## src/rtl/sfr_pkg.sv

```systemverilog
// Package for the stream find-and-replace block: register codes, config bundle, helpers.
package sfr_pkg;

  localparam logic [7:0] NEWLINE_BYTE = 8'h0a;
  localparam int         PADDR_W      = 6;
  localparam int         PATTERN_BITS = 128;

  typedef enum logic [2:0] {
    REG_SEARCH_LO   = 3'd0,
    REG_SEARCH_HI   = 3'd1,
    REG_SEARCH_LEN  = 3'd2,
    REG_REPLACE_LO  = 3'd3,
    REG_REPLACE_HI  = 3'd4,
    REG_REPLACE_LEN = 3'd5
  } reg_idx_t;

  typedef struct packed {
    logic [PATTERN_BITS-1:0] search;
    logic [4:0]              search_length;
    logic [PATTERN_BITS-1:0] replace;
    logic [4:0]              replace_length;
    logic                    restart;
  } cfg_t;

  typedef struct packed {
    logic load;
    logic is_match;
    logic flush;
  } run_ctl_t;

  // Byte k of a 16-byte string; bytes past the end read as zero.
  function automatic logic [7:0] byte_at(logic [PATTERN_BITS-1:0] w, int unsigned k);
    logic [7:0] b;
    b = 8'h00;
    if (k < 16) begin
      b = w[8*k +: 8];
    end
    return b;
  endfunction

endpackage

```

## src/rtl/sfr_in_if.sv

```systemverilog
// Input text channel: one byte and its end-of-stream flag per beat.
interface sfr_in_if;
  logic       valid;
  logic       ready;
  logic [7:0] in_byte;
  logic       end_of_stream;

  modport source (output valid, output in_byte, output end_of_stream, input ready);
  modport sink   (input valid, input in_byte, input end_of_stream, output ready);
endinterface

```

## src/rtl/sfr_out_if.sv

```systemverilog
// Output text channel: one result byte and its end-of-run flag per beat.
interface sfr_out_if;
  logic       valid;
  logic       ready;
  logic [7:0] out_byte;
  logic       last_of_run;

  modport source (output valid, output out_byte, output last_of_run, input ready);
  modport sink   (input valid, input out_byte, input last_of_run, output ready);
endinterface

```

## src/rtl/sfr_cfg.sv

```systemverilog
// Configuration register file with an APB-style write and read port.
module sfr_cfg import sfr_pkg::*; (
  input  logic               clk,
  input  logic               rst,
  input  logic               psel,
  input  logic               penable,
  input  logic               pwrite,
  input  logic [PADDR_W-1:0] paddr,
  input  logic [63:0]        pwdata,
  output logic [63:0]        prdata,
  output logic               pready,
  output cfg_t               cfg
);

  logic [63:0] search_lo;
  logic [63:0] search_hi;
  logic [4:0]  search_len;
  logic [63:0] replace_lo;
  logic [63:0] replace_hi;
  logic [4:0]  replace_len;
  logic [2:0]  reg_idx;
  logic        wr;

  assign pready  = 1'b1;
  assign reg_idx = paddr[PADDR_W-1:3];
  assign wr      = psel && penable && pwrite;

  always_ff @(posedge clk) begin
    if (rst) begin
      search_lo   <= '0;
      search_hi   <= '0;
      search_len  <= 5'd1;
      replace_lo  <= '0;
      replace_hi  <= '0;
      replace_len <= '0;
    end else if (wr) begin
      case (reg_idx)
        REG_SEARCH_LO:   search_lo   <= pwdata;
        REG_SEARCH_HI:   search_hi   <= pwdata;
        REG_SEARCH_LEN:  search_len  <= pwdata[4:0];
        REG_REPLACE_LO:  replace_lo  <= pwdata;
        REG_REPLACE_HI:  replace_hi  <= pwdata;
        REG_REPLACE_LEN: replace_len <= pwdata[4:0];
        default: ;
      endcase
    end
  end

  always_comb begin
    case (reg_idx)
      REG_SEARCH_LO:   prdata = search_lo;
      REG_SEARCH_HI:   prdata = search_hi;
      REG_SEARCH_LEN:  prdata = {59'd0, search_len};
      REG_REPLACE_LO:  prdata = replace_lo;
      REG_REPLACE_HI:  prdata = replace_hi;
      REG_REPLACE_LEN: prdata = {59'd0, replace_len};
      default:         prdata = '0;
    endcase
  end

  assign cfg.search         = {search_hi, search_lo};
  assign cfg.search_length  = search_len;
  assign cfg.replace        = {replace_hi, replace_lo};
  assign cfg.replace_length = replace_len;
  // A new pattern length drops whatever is waiting in the window.
  assign cfg.restart        = wr && (reg_idx == REG_SEARCH_LEN);

endmodule

```

## src/rtl/sfr_core.sv

```systemverilog
// Input register, pending window and pattern compare; builds at most one result run per byte.
module sfr_core import sfr_pkg::*; #(
  parameter int MAX_SEARCH_LEN  = 16,
  parameter int MAX_REPLACE_LEN = 16,
  localparam int CW      = $clog2(MAX_SEARCH_LEN + 1),
  localparam int RUN_MAX = ((MAX_SEARCH_LEN > MAX_REPLACE_LEN) ?
                            MAX_SEARCH_LEN : MAX_REPLACE_LEN) + 1,
  localparam int LW      = $clog2(RUN_MAX + 1)
) (
  input  logic                              clk,
  input  logic                              rst,
  sfr_in_if.sink                            in_ch,
  input  cfg_t                              cfg,
  input  logic                              emit_free,
  output run_ctl_t                          ctl,
  output logic [LW-1:0]                     run_len,
  output logic [MAX_SEARCH_LEN-1:0][7:0]    run_win
);

  logic                           hold_valid;
  logic [7:0]                     hold_byte;
  logic                           hold_eos;
  logic                           advance;

  logic [MAX_SEARCH_LEN-1:0][7:0] win;
  logic [MAX_SEARCH_LEN-1:0][7:0] win_next;
  logic [MAX_SEARCH_LEN-1:0][7:0] wa;
  logic [CW-1:0]                  cnt;
  logic [CW-1:0]                  cnt_next;
  logic [CW-1:0]                  cnt_a;
  logic [CW-1:0]                  slen;
  logic [LW-1:0]                  rlen;
  logic [LW-1:0]                  len;
  logic                           is_nl;
  logic                           full;
  logic                           all_ok;
  logic                           match;
  logic                           flush;

  assign advance     = hold_valid && emit_free;
  assign in_ch.ready = !hold_valid || advance;

  always_ff @(posedge clk) begin
    if (rst) begin
      hold_valid <= 1'b0;
    end else if (in_ch.ready) begin
      hold_valid <= in_ch.valid;
    end
  end

  always_ff @(posedge clk) begin
    if (in_ch.valid && in_ch.ready) begin
      hold_byte <= in_ch.in_byte;
      hold_eos  <= in_ch.end_of_stream;
    end
  end

  always_comb begin
    // Clamp the configured lengths.
    if (cfg.search_length == 5'd0) begin
      slen = CW'(1);
    end else if (32'(cfg.search_length) > MAX_SEARCH_LEN) begin
      slen = CW'(MAX_SEARCH_LEN);
    end else begin
      slen = CW'(cfg.search_length);
    end
    if (32'(cfg.replace_length) > MAX_REPLACE_LEN) begin
      rlen = LW'(MAX_REPLACE_LEN);
    end else begin
      rlen = LW'(cfg.replace_length);
    end

    is_nl = (hold_byte == NEWLINE_BYTE);
    // Window with the new byte appended (newlines never enter).
    for (int k = 0; k < MAX_SEARCH_LEN; k++) begin
      wa[k] = (!is_nl && (CW'(k) == cnt)) ? hold_byte : win[k];
    end
    cnt_a = is_nl ? cnt : cnt + CW'(1);
    full  = !is_nl && (cnt_a == slen);

    all_ok = 1'b1;
    for (int k = 0; k < MAX_SEARCH_LEN; k++) begin
      if ((CW'(k) < slen) && (wa[k] != byte_at(cfg.search, k))) begin
        all_ok = 1'b0;
      end
    end
    match = full && all_ok;
    flush = is_nl || hold_eos;

    if (match) begin
      len = rlen + LW'(hold_eos);
    end else if (flush) begin
      len = LW'(cnt_a) + LW'(1);
    end else if (full) begin
      len = LW'(1);
    end else begin
      len = '0;
    end

    win_next = wa;
    if (match || flush) begin
      cnt_next = '0;
    end else if (full) begin
      // Drop the oldest byte.
      cnt_next = slen - CW'(1);
      for (int k = 0; k < MAX_SEARCH_LEN - 1; k++) begin
        win_next[k] = wa[k + 1];
      end
    end else begin
      cnt_next = cnt_a;
    end
  end

  always_ff @(posedge clk) begin
    if (rst) begin
      cnt <= '0;
    end else if (cfg.restart) begin
      cnt <= '0;
    end else if (advance) begin
      cnt <= cnt_next;
    end
  end

  always_ff @(posedge clk) begin
    if (advance) begin
      win <= win_next;
    end
  end

  assign ctl.load     = advance && (len != '0);
  assign ctl.is_match = match;
  assign ctl.flush    = flush;
  assign run_len      = len;
  assign run_win      = wa;

endmodule

```

## src/rtl/sfr_emit.sv

```systemverilog
// Result run buffer; serializes one run onto the output channel, a beat per cycle while ready.
module sfr_emit import sfr_pkg::*; #(
  parameter int MAX_SEARCH_LEN  = 16,
  parameter int MAX_REPLACE_LEN = 16,
  localparam int RUN_MAX = ((MAX_SEARCH_LEN > MAX_REPLACE_LEN) ?
                            MAX_SEARCH_LEN : MAX_REPLACE_LEN) + 1,
  localparam int LW      = $clog2(RUN_MAX + 1),
  localparam int WIW     = (MAX_SEARCH_LEN > 1) ? $clog2(MAX_SEARCH_LEN) : 1
) (
  input  logic                           clk,
  input  logic                           rst,
  input  logic [PATTERN_BITS-1:0]        replace,
  input  run_ctl_t                       ctl,
  input  logic [LW-1:0]                  run_len,
  input  logic [MAX_SEARCH_LEN-1:0][7:0] run_win,
  output logic                           emit_free,
  sfr_out_if.source                      out_ch
);

  logic [MAX_SEARCH_LEN-1:0][7:0] buf_win;
  logic [LW-1:0]                  buf_len;
  logic [LW-1:0]                  idx;
  logic                           buf_match;
  logic                           buf_flush;
  logic                           busy;
  logic                           is_last;
  logic                           beat;

  assign busy      = (idx != buf_len);
  assign is_last   = (idx == buf_len - LW'(1));
  assign beat      = busy && out_ch.ready;
  assign emit_free = !busy || (beat && is_last);

  always_ff @(posedge clk) begin
    if (rst) begin
      idx     <= '0;
      buf_len <= '0;
    end else if (ctl.load) begin
      idx     <= '0;
      buf_len <= run_len;
    end else if (beat) begin
      idx     <= idx + LW'(1);
    end
  end

  always_ff @(posedge clk) begin
    if (ctl.load) begin
      buf_win   <= run_win;
      buf_match <= ctl.is_match;
      buf_flush <= ctl.flush;
    end
  end

  always_comb begin
    if (buf_flush && is_last) begin
      out_ch.out_byte = NEWLINE_BYTE;
    end else if (buf_match) begin
      out_ch.out_byte = byte_at(replace, 32'(idx));
    end else begin
      out_ch.out_byte = buf_win[idx[WIW-1:0]];
    end
  end

  assign out_ch.valid       = busy;
  assign out_ch.last_of_run = is_last;

endmodule

```

## src/rtl/stream_find_and_replace.sv

```systemverilog
// Top level of the streaming find-and-replace block.
//
// Usage: text bytes enter on in_ch (in_byte, end_of_stream) and the edited text
// leaves on out_ch (out_byte, last_of_run); a beat moves on valid and ready high.
// Every leftmost, non-overlapping match of the search pattern is replaced by the
// replacement string; matches never cross a newline. A newline, or the final
// byte of the stream, flushes the pending window followed by a newline.
// Program the pattern and replacement over the APB port while the block is idle;
// registers sit at byte address 8*i, 64 bits wide.
//
// Flow: an accepted byte lands in the input register, its run of results is
// built from it combinationally and loaded into the output run buffer.
// Throughput: one byte per cycle while out_ch is ready and each byte causes
// at most one result. A byte with more results holds the input until the run
// buffer has drained; it serializes one beat per cycle while out_ch is ready.
// Reset: empties the window, the input register and the run buffer, and loads
// the register defaults (search length one, all else zero).
// Stall: a stalled receiver holds the current beat; one further byte is taken
// into the input register, then ready drops until the run drains.
module stream_find_and_replace import sfr_pkg::*; #(
  parameter int MAX_SEARCH_LEN  = 16,
  parameter int MAX_REPLACE_LEN = 16
) (
  input  logic               clk,
  input  logic               rst,
  sfr_in_if.sink             in_ch,
  sfr_out_if.source          out_ch,
  input  logic               psel,
  input  logic               penable,
  input  logic               pwrite,
  input  logic [PADDR_W-1:0] paddr,
  input  logic [63:0]        pwdata,
  output logic [63:0]        prdata,
  output logic               pready
);

  localparam int RUN_MAX = ((MAX_SEARCH_LEN > MAX_REPLACE_LEN) ?
                            MAX_SEARCH_LEN : MAX_REPLACE_LEN) + 1;
  localparam int LW      = $clog2(RUN_MAX + 1);

  cfg_t                           cfg;
  run_ctl_t                       ctl;
  logic [LW-1:0]                  run_len;
  logic [MAX_SEARCH_LEN-1:0][7:0] run_win;
  logic                           emit_free;

  // Register file.
  sfr_cfg u_cfg (
    .clk     (clk),
    .rst     (rst),
    .psel    (psel),
    .penable (penable),
    .pwrite  (pwrite),
    .paddr   (paddr),
    .pwdata  (pwdata),
    .prdata  (prdata),
    .pready  (pready),
    .cfg     (cfg)
  );

  // Hold the input beat, advance the window and build the result run.
  sfr_core #(
    .MAX_SEARCH_LEN  (MAX_SEARCH_LEN),
    .MAX_REPLACE_LEN (MAX_REPLACE_LEN)
  ) u_core (
    .clk       (clk),
    .rst       (rst),
    .in_ch     (in_ch),
    .cfg       (cfg),
    .emit_free (emit_free),
    .ctl       (ctl),
    .run_len   (run_len),
    .run_win   (run_win)
  );

  // Drain the run one beat per cycle while the receiver is ready.
  sfr_emit #(
    .MAX_SEARCH_LEN  (MAX_SEARCH_LEN),
    .MAX_REPLACE_LEN (MAX_REPLACE_LEN)
  ) u_emit (
    .clk       (clk),
    .rst       (rst),
    .replace   (cfg.replace),
    .ctl       (ctl),
    .run_len   (run_len),
    .run_win   (run_win),
    .emit_free (emit_free),
    .out_ch    (out_ch)
  );

  // A new run only replaces a pending one while its last beat is taken.
  a_load_safe: assert property (@(posedge clk) disable iff (rst)
    (ctl.load && out_ch.valid) |-> (out_ch.ready && out_ch.last_of_run))
    else $error("run buffer overwritten before drained");

  // Inside a run the next beat follows right away.
  a_run_continues: assert property (@(posedge clk) disable iff (rst)
    (out_ch.valid && out_ch.ready && !out_ch.last_of_run) |=> out_ch.valid)
    else $error("result run broken off early");

  // Input backpressure only comes from a pending output run.
  a_stall_cause: assert property (@(posedge clk) disable iff (rst)
    !in_ch.ready |-> out_ch.valid)
    else $error("input stalled with no output pending");

  // Nothing is shown right after reset.
  a_reset_quiet: assert property (@(posedge clk)
    $past(rst) |-> !out_ch.valid)
    else $error("output valid after reset");

endmodule
```

## src/flat_wrapper.sv

```systemverilog
// flat-port wrapper written by rule: the top's interface ports become plain ports
module stream_find_and_replace_flat import sfr_pkg::*;
#(
  parameter int MAX_SEARCH_LEN  = 16,
  parameter int MAX_REPLACE_LEN = 16
)
  (clk, rst, psel, penable, pwrite, paddr, pwdata, prdata, pready, in_ch_valid, in_ch_in_byte, in_ch_end_of_stream, in_ch_ready, out_ch_valid, out_ch_out_byte, out_ch_last_of_run, out_ch_ready);
  sfr_in_if in_ch_i ();
  sfr_out_if out_ch_i ();
  input  logic clk;
  input  logic rst;
  input  logic psel;
  input  logic penable;
  input  logic pwrite;
  input  logic [PADDR_W-1:0] paddr;
  input  logic [63:0] pwdata;
  output logic [63:0] prdata;
  output logic pready;
  input wire logic [$bits(in_ch_i.valid)-1:0] in_ch_valid;
  input wire logic [$bits(in_ch_i.in_byte)-1:0] in_ch_in_byte;
  input wire logic [$bits(in_ch_i.end_of_stream)-1:0] in_ch_end_of_stream;
  output wire logic [$bits(in_ch_i.ready)-1:0] in_ch_ready;
  output wire logic [$bits(out_ch_i.valid)-1:0] out_ch_valid;
  output wire logic [$bits(out_ch_i.out_byte)-1:0] out_ch_out_byte;
  output wire logic [$bits(out_ch_i.last_of_run)-1:0] out_ch_last_of_run;
  input wire logic [$bits(out_ch_i.ready)-1:0] out_ch_ready;
  assign in_ch_i.valid = in_ch_valid;
  assign in_ch_i.in_byte = in_ch_in_byte;
  assign in_ch_i.end_of_stream = in_ch_end_of_stream;
  assign in_ch_ready = in_ch_i.ready;
  assign out_ch_valid = out_ch_i.valid;
  assign out_ch_out_byte = out_ch_i.out_byte;
  assign out_ch_last_of_run = out_ch_i.last_of_run;
  assign out_ch_i.ready = out_ch_ready;
  stream_find_and_replace #(.MAX_SEARCH_LEN(MAX_SEARCH_LEN), .MAX_REPLACE_LEN(MAX_REPLACE_LEN)) u_core (.clk(clk), .rst(rst), .in_ch(in_ch_i), .out_ch(out_ch_i), .psel(psel), .penable(penable), .pwrite(pwrite), .paddr(paddr), .pwdata(pwdata), .prdata(prdata), .pready(pready));
endmodule
```

## config.mk

```make
export PLATFORM = sky130hd
export DESIGN_NAME = stream_find_and_replace_flat
export DESIGN_NICKNAME = d
export VERILOG_FILES = /design/src/rtl/sfr_pkg.sv /design/src/rtl/sfr_in_if.sv /design/src/rtl/sfr_out_if.sv /design/src/rtl/sfr_cfg.sv /design/src/rtl/sfr_core.sv /design/src/rtl/sfr_emit.sv /design/src/rtl/stream_find_and_replace.sv /design/src/flat_wrapper.sv
export SDC_FILE = /design/constraint.sdc
export NUM_CORES = 1
export LEC_CHECK = 0
export BUFFER_PORTS_ARGS = -buffer_cell sky130_fd_sc_hd__buf_2
export CAP_MARGIN = 20
export CORE_AREA = 10 10 290 292
export DETAILED_ROUTE_END_ITERATION = 7
export DIE_AREA = 0 0 300 302
export PLACE_DENSITY_LB_ADDON = 0.12
export SYNTH_ARGS = -nofsm -noshare
export SYNTH_HDL_FRONTEND = slang
export SYNTH_HIERARCHICAL = 1
export SYNTH_SLANG_ARGS = --single-unit
export TNS_END_PERCENT = 30
```

## constraint.sdc

```tcl
create_clock -name clk -period 24.9 [get_ports clk]
set_input_delay 0 -clock clk [delete_from_list [all_inputs] [get_ports clk]]
set_output_delay 0 -clock clk [all_outputs]
set_load 0.05 [all_outputs]
```

# Word-level counts from Yosys, hierarchy flattened
# Cells that the tools add are included.
op_classes:
  n_mux: 49
  eq_ne: 40
  add_sub_neg: 6
  n_reduce_logical: 62
  shifts: 1
  n_lt_le_gt_ge: 20
op_table:
  columns: ["cell", "n"]
  rows:
  - ["one-hot mux 64 bit (6 select lines)", 1]
  - ["two-way mux 120 bit", 2]
  - ["two-way mux 8 bit", 20]
  - ["!= test 8 bit", 16]
  - ["variable part select 128 x 9 -> 8 bit", 1]
  - ["logical AND 1 bit", 43]
  - ["== test 4 x 5 -> 1 bit (first input constant)", 8]
  - ["< comparator 4 x 5 -> 1 bit (first input constant)", 8]
  - ["two-way mux 5 bit", 8]
  - ["binary-select mux 8 bit (select 4 bit)", 1]
  - ["== test 3 x 5 -> 1 bit (first input constant)", 4]
  - ["< comparator 3 x 5 -> 1 bit (first input constant)", 4]
  - ["two-way mux 1 bit", 17]
  - ["adder 5 x 1 -> 5 bit (second input constant)", 3]
  - ["AND reduction 2 bit", 6]
  - ["== test 2 x 5 -> 1 bit (first input constant)", 2]
  - ["== test 5 bit", 2]
  - ["> comparator 5 bit (second input constant)", 2]
  - ["zero test 5 bit", 2]
  - ["< comparator 1 x 5 -> 1 bit (first input constant)", 2]
  - ["< comparator 2 x 5 -> 1 bit (first input constant)", 2]
  - ["subtractor 5 x 1 -> 5 bit (second input constant)", 2]
  - ["== test 8 x 4 -> 1 bit (second input constant)", 1]
  - ["== test 3 x 2 -> 1 bit (second input constant)", 2]
  - ["other kinds (12)", 19]
word_totals:
  register_bits: 549
  in_bits: 86
  out_inout_bits: 76
  elab_cells: 224

# Logic depth before layout (Yosys ltp)
depth:
  depth_word: 27
  ltp_mapped: 17

# Modules after synthesis
# Netlist, hierarchy kept.
modules_own_cells:
  columns: ["module", "area_per_inst_um2", "seq_area_each_um2", "cells_per_inst", "n_inst"]
  rows:
  - ["sfr_cfg", 12549.5, 5325.1, 1310, 1]
  - ["sfr_core", 11649.9, 4234.1, 1221, 1]
  - ["sfr_emit", 6718.9, 4103.9, 368, 1]

# Worst setup path before layout
# Ideal clock, no wire load.
synth_path:
  path_kind: "flip-flop to flip-flop"
  startpoint: "register u_core.u_emit.buf_len[0]"
  endpoint: "register u_core.u_emit.idx[0]"
  setup_ns: 0.117
  t_arrival_ns: 14.227
  slack_ns: 10.556
  path_stages_with_launch: 14
  required_ns: 24.783
  synth_period_minus_slack_ns: 14.344
  cell_sequence: "dfxtp_1 > inv_1 > ha_1 > xor2_1 > o211ai_1 > a311oi_2 > nand2_1 > nand2_1 > and2_0 > o21ai_0 > mux2i_1 > clkbuf_1 > or2_1 > nor2_1"
synth_lines:
  columns: ["item", "line", "text"]
  rows:
  - ["from (decl)", "sfr_emit.sv:21", "logic [LW-1:0] buf_len;"]
  - ["from (signal assigned)", "sfr_emit.sv:40", "buf_len <= run_len;"]
  - ["to (signal assigned)", "sfr_emit.sv:42", "idx <= idx + LW'(1);"]
  - ["to (decl)", "sfr_emit.sv:22", "logic [LW-1:0] idx;"]

==> key figures <==
Yosys
  – Synthesized area per cell: 10.7 um2
  – Ys Warns: 6
  – Fraction of registers with async set/reset: 0%
  – Synth area leaders: edfxtp_1 26%, dfxtp_1 18%, mux2i_1 15%
  – Mapped Cells: 2899
  – Net count after synthesis: 2997
  – EDFF count, synth: 267
  – Top FF cell, synth: dfxtp_1
  – Mapped Area: 0.0309 mm2
  – Post-synthesis sequential area ratio: 44.2%
  – Post-synth top area cell: edfxtp_1
  – Post-synth cell types: 93
  – Yosys reg bits: approximately 550
  – Share of the synthesized area in the top cell type: 25.9%

Placement
  – Placed cell count: 3930
  – RePlAce Congestion: between 0.9 and 1
  – Dpl ws: 17920 ps
  – HPWL Detailed: 91000 um
  – IO Port Bufs: 157
  – Placed cell areas: 0.0322 mm2

Global route
  – Vias in the first global route: about 24000
  – First-pass GRT wire length: 177000 um
  – All-layer global routing usage: 27.1%
  – Pin count of the biggest net entering global routing: approximately 160
  – Initial antenna violation count: 3
  – Gr ovfl total: 0

STA
  – Crit path time final: 7070 ps
  – RSZ-0062 raised after global routing: no
  – Max_slew headroom: 18.5%
  – FMAX: 141 MHz
  – # setup viols final: 0
  – Worst slew pin tran: about 1200 ps
  – Final Cycle Share: 28.4%
  – Max Slew Vio Count: 0
  – Hold Vio Cnt, Final: 0
  – Slack of the critical path: 17830 ps
  – Clk_skew: 30.0 ps
  – Setup total negative slack: 0 ps

Final layout
  – Fin nets: 3124
  – Fraction of layout cells with a size suffix above 1: 12.9%
  – Layout area overhead: 13.4%
  – Fin area: 0.0351 mm2
  – Commonest non-fill, non-tap cell in the layout: mux2i_1
  – Post-Layout Cell Count: 4126
  – Highest-count cells in the layout ignoring fill and taps: 460 x mux2i_1, 279 x dfxtp_1, 271 x nand2b_1, 267 x edfxtp_1, 162 x inv_1

Worst setup path
  – Crit end category: flop
  – Slowest CP cell: buf_4
  – Worst-path cell chain: buf_4, or4b_4, o2111ai_2, mux2i_1, xnor2_1, nor4_1, a31oi_1, nor3_1, a21oi_4, buf_4, buf_4, mux2i_1
  – Max incr delay on CP: just under 900 ps
  – CP Data Arrival Time: 7400 ps
  – Critical path's most frequent cell: buf_4
  – Bufs and invs on worst path: 3
  – Crit path required time: 25230 ps
  – CP top delay family: compound AO/OA/AOI/OAI gates
  – Crit Path Max Fanout: 52
  – CP startpoint kind: flop
  – R2R setup slack: 17830 ps
  – Setup CP Type: reg2reg

Clocking
  – Clk slew on worst S/H paths: 60 ps
  – CTS Root Cell: clkbuf_16
  – Clk_lat worst skew: approximately 620 ps
  – Post-CTS setup buffer count: 0
  – CTS tree: built
  – Post-CTS Hold Fix Bufs: 78
  – Number of H-tree levels: 3
  – TritonCTS Buffers: 66
  – Sinks on the clock net: 549
  – Buffer depth of the longest clock path: 3
  – Post-CTS Resized: 0

Floorplan
  – I/O pin cnt: 162
  – Die Footprint: 0.0906 mm2
  – Die Ht: between 300 and 400 um
  – Die width: 300 um
  – Initial Util: around two fifths
  – Core area: 0.0784 mm2
  – # rows: 103

Drt
  – # DRC: 0
  – Vias per cell: approximately 6
  – Remaining antenna violation count: 0
  – First-pass DRT Iterations: 6
  – Total Wirelength: 127000 um
  – Vias: 24509
  – Violation count after the first detailed-routing iteration: about 2900
  – WL/cell: 30.7 um

Status
  – Status: completed

Pwr
  – Power Density: 68.6 mW/mm2
  – Tot Pwr: 2.41 mW
  – Pleak: 13.9 nW
  – Peak VDD IR: a little over 0.05 mV

Min path
  – HP Class: in2reg

Flow run
  – Max Cap Viol: 0
stage by stage:
step                      util (%)  hold WS (ps)
after global routing          44.8          53.8
after CTS                     44.8          12.7
after global placement        41.1           182
after floorplan                  -          69.1
final                         44.8          38.9
after detailed placement      41.1           179
synthesized netlist by cell type, types with 5 or more instances:
| master | instances |
|---|---|
| nand2_1 | 87 |
| ha_1 | 12 |
| mux2_2 | 15 |
| a31o_1 | 24 |
| nand4_1 | 27 |
| o22ai_1 | 7 |
| buf_6 | 28 |
| a31oi_1 | 9 |
| edfxtp_1 | 267 |
| a32o_1 | 5 |
| nor2_1 | 95 |
| o211ai_1 | 44 |
| o41ai_1 | 9 |
| mux2i_1 | 461 |
| a222oi_1 | 6 |
| buf_2 | 59 |
| a22o_1 | 8 |
| dfxtp_1 | 282 |
| xor2_1 | 53 |
| nand3_1 | 122 |
| o21ai_0 | 98 |
| and2_1 | 7 |
| o2bb2ai_1 | 25 |
| nor4bb_1 | 6 |
| nor3_1 | 24 |
| buf_4 | 32 |
| mux4_1 | 15 |
| a211oi_1 | 11 |
| inv_1 | 162 |
| clkbuf_1 | 89 |
| nor2b_1 | 17 |
| mux4_2 | 45 |
| o2111ai_1 | 5 |
| a221oi_1 | 7 |
| a22oi_1 | 27 |
| a21boi_0 | 5 |
| and3_1 | 6 |
| o21ai_1 | 12 |
| xnor2_1 | 153 |
| nor4_1 | 13 |
| buf_1 | 15 |
| nand2b_1 | 271 |
| o221ai_1 | 7 |
| a21oi_1 | 146 |
flip-flops by register name (all words and copies together), names as in the netlist, 8 cells and up:
signal	cells
u_core/u_cfg/replace_hi	64
u_core/u_cfg/search_lo	64
u_core/u_core/hold_byte	8
u_core/u_core/win	128
u_core/u_emit/buf_win	128
u_core/u_cfg/search_hi	64
u_core/u_cfg/replace_lo	64
cells by family after synthesis:
logic type	Yosys count	share of synthesized area [%]
adders and majority gates	12	0.486
other	1	0.0121
and+or+nand+nor	716	12.9
buffers and inverters	393	6.18
DFF	549	44.2
xor gates and xnor gates	207	5.91
AOI/OAI and AO/OA	483	10.2
muxes	538	20.1
worst register-to-register path, stage by stage, from the launching register on:
cell,delay (ps)
edfxtp_1,360
buf_4,320
or4b_4,800
o2111ai_2,850
mux2i_1,660
xnor2_1,200
nor4_1,80
a31oi_1,400
nor3_1,180
a21oi_4,880
buf_4,920
buf_4,890
mux2i_1,260
final cells by class:
cell class                 instances  area (um2)
clock inverter                    32         292
multi-input combinational       1957       15400
timing repair buffer             286        1970
sequential                       549       13700
fill                            7384       43300
tap                             1050        1310
inverter                         166         623
clock buffer                      85        1800
antenna                            1        2.50
worst paths after layout:
path,from,end,depth (start not counted)
worst min-delay path,paddr[4],u_core/u_cfg/search_hi[5]$_SDFFE_PP0P_,4
worst max-delay path,u_core/u_core/hold_byte[6]$_DFFE_PP_,u_core/u_core/win[118]$_DFFE_PP_,12
worst min register to register,u_core/u_cfg/replace_hi[39]$_SDFFE_PP0P_,u_core/u_cfg/replace_hi[39]$_SDFFE_PP0P_,2
worst max register to register,u_core/u_core/hold_byte[6]$_DFFE_PP_,u_core/u_core/win[118]$_DFFE_PP_,12
where the power goes:
group	switching (mW)	internal, mW
Combinational	0.243	0.127
Sequential	0.0468	1.03
Clock	0.405	0.555
Total	0.695	1.71
routing by layer:
layer  vias up  share of wire [%]  track usage, %  wire (um)
met4         0                3.8            9.74       4770
met5         -                  0               0          0
li1      10713                  -               -          -
met3       170                9.1            5.62      11600
met1     12347                 43            37.3      54400
met2      1279                 44            41.5      55900
Power figures use the tool's default switching activity.
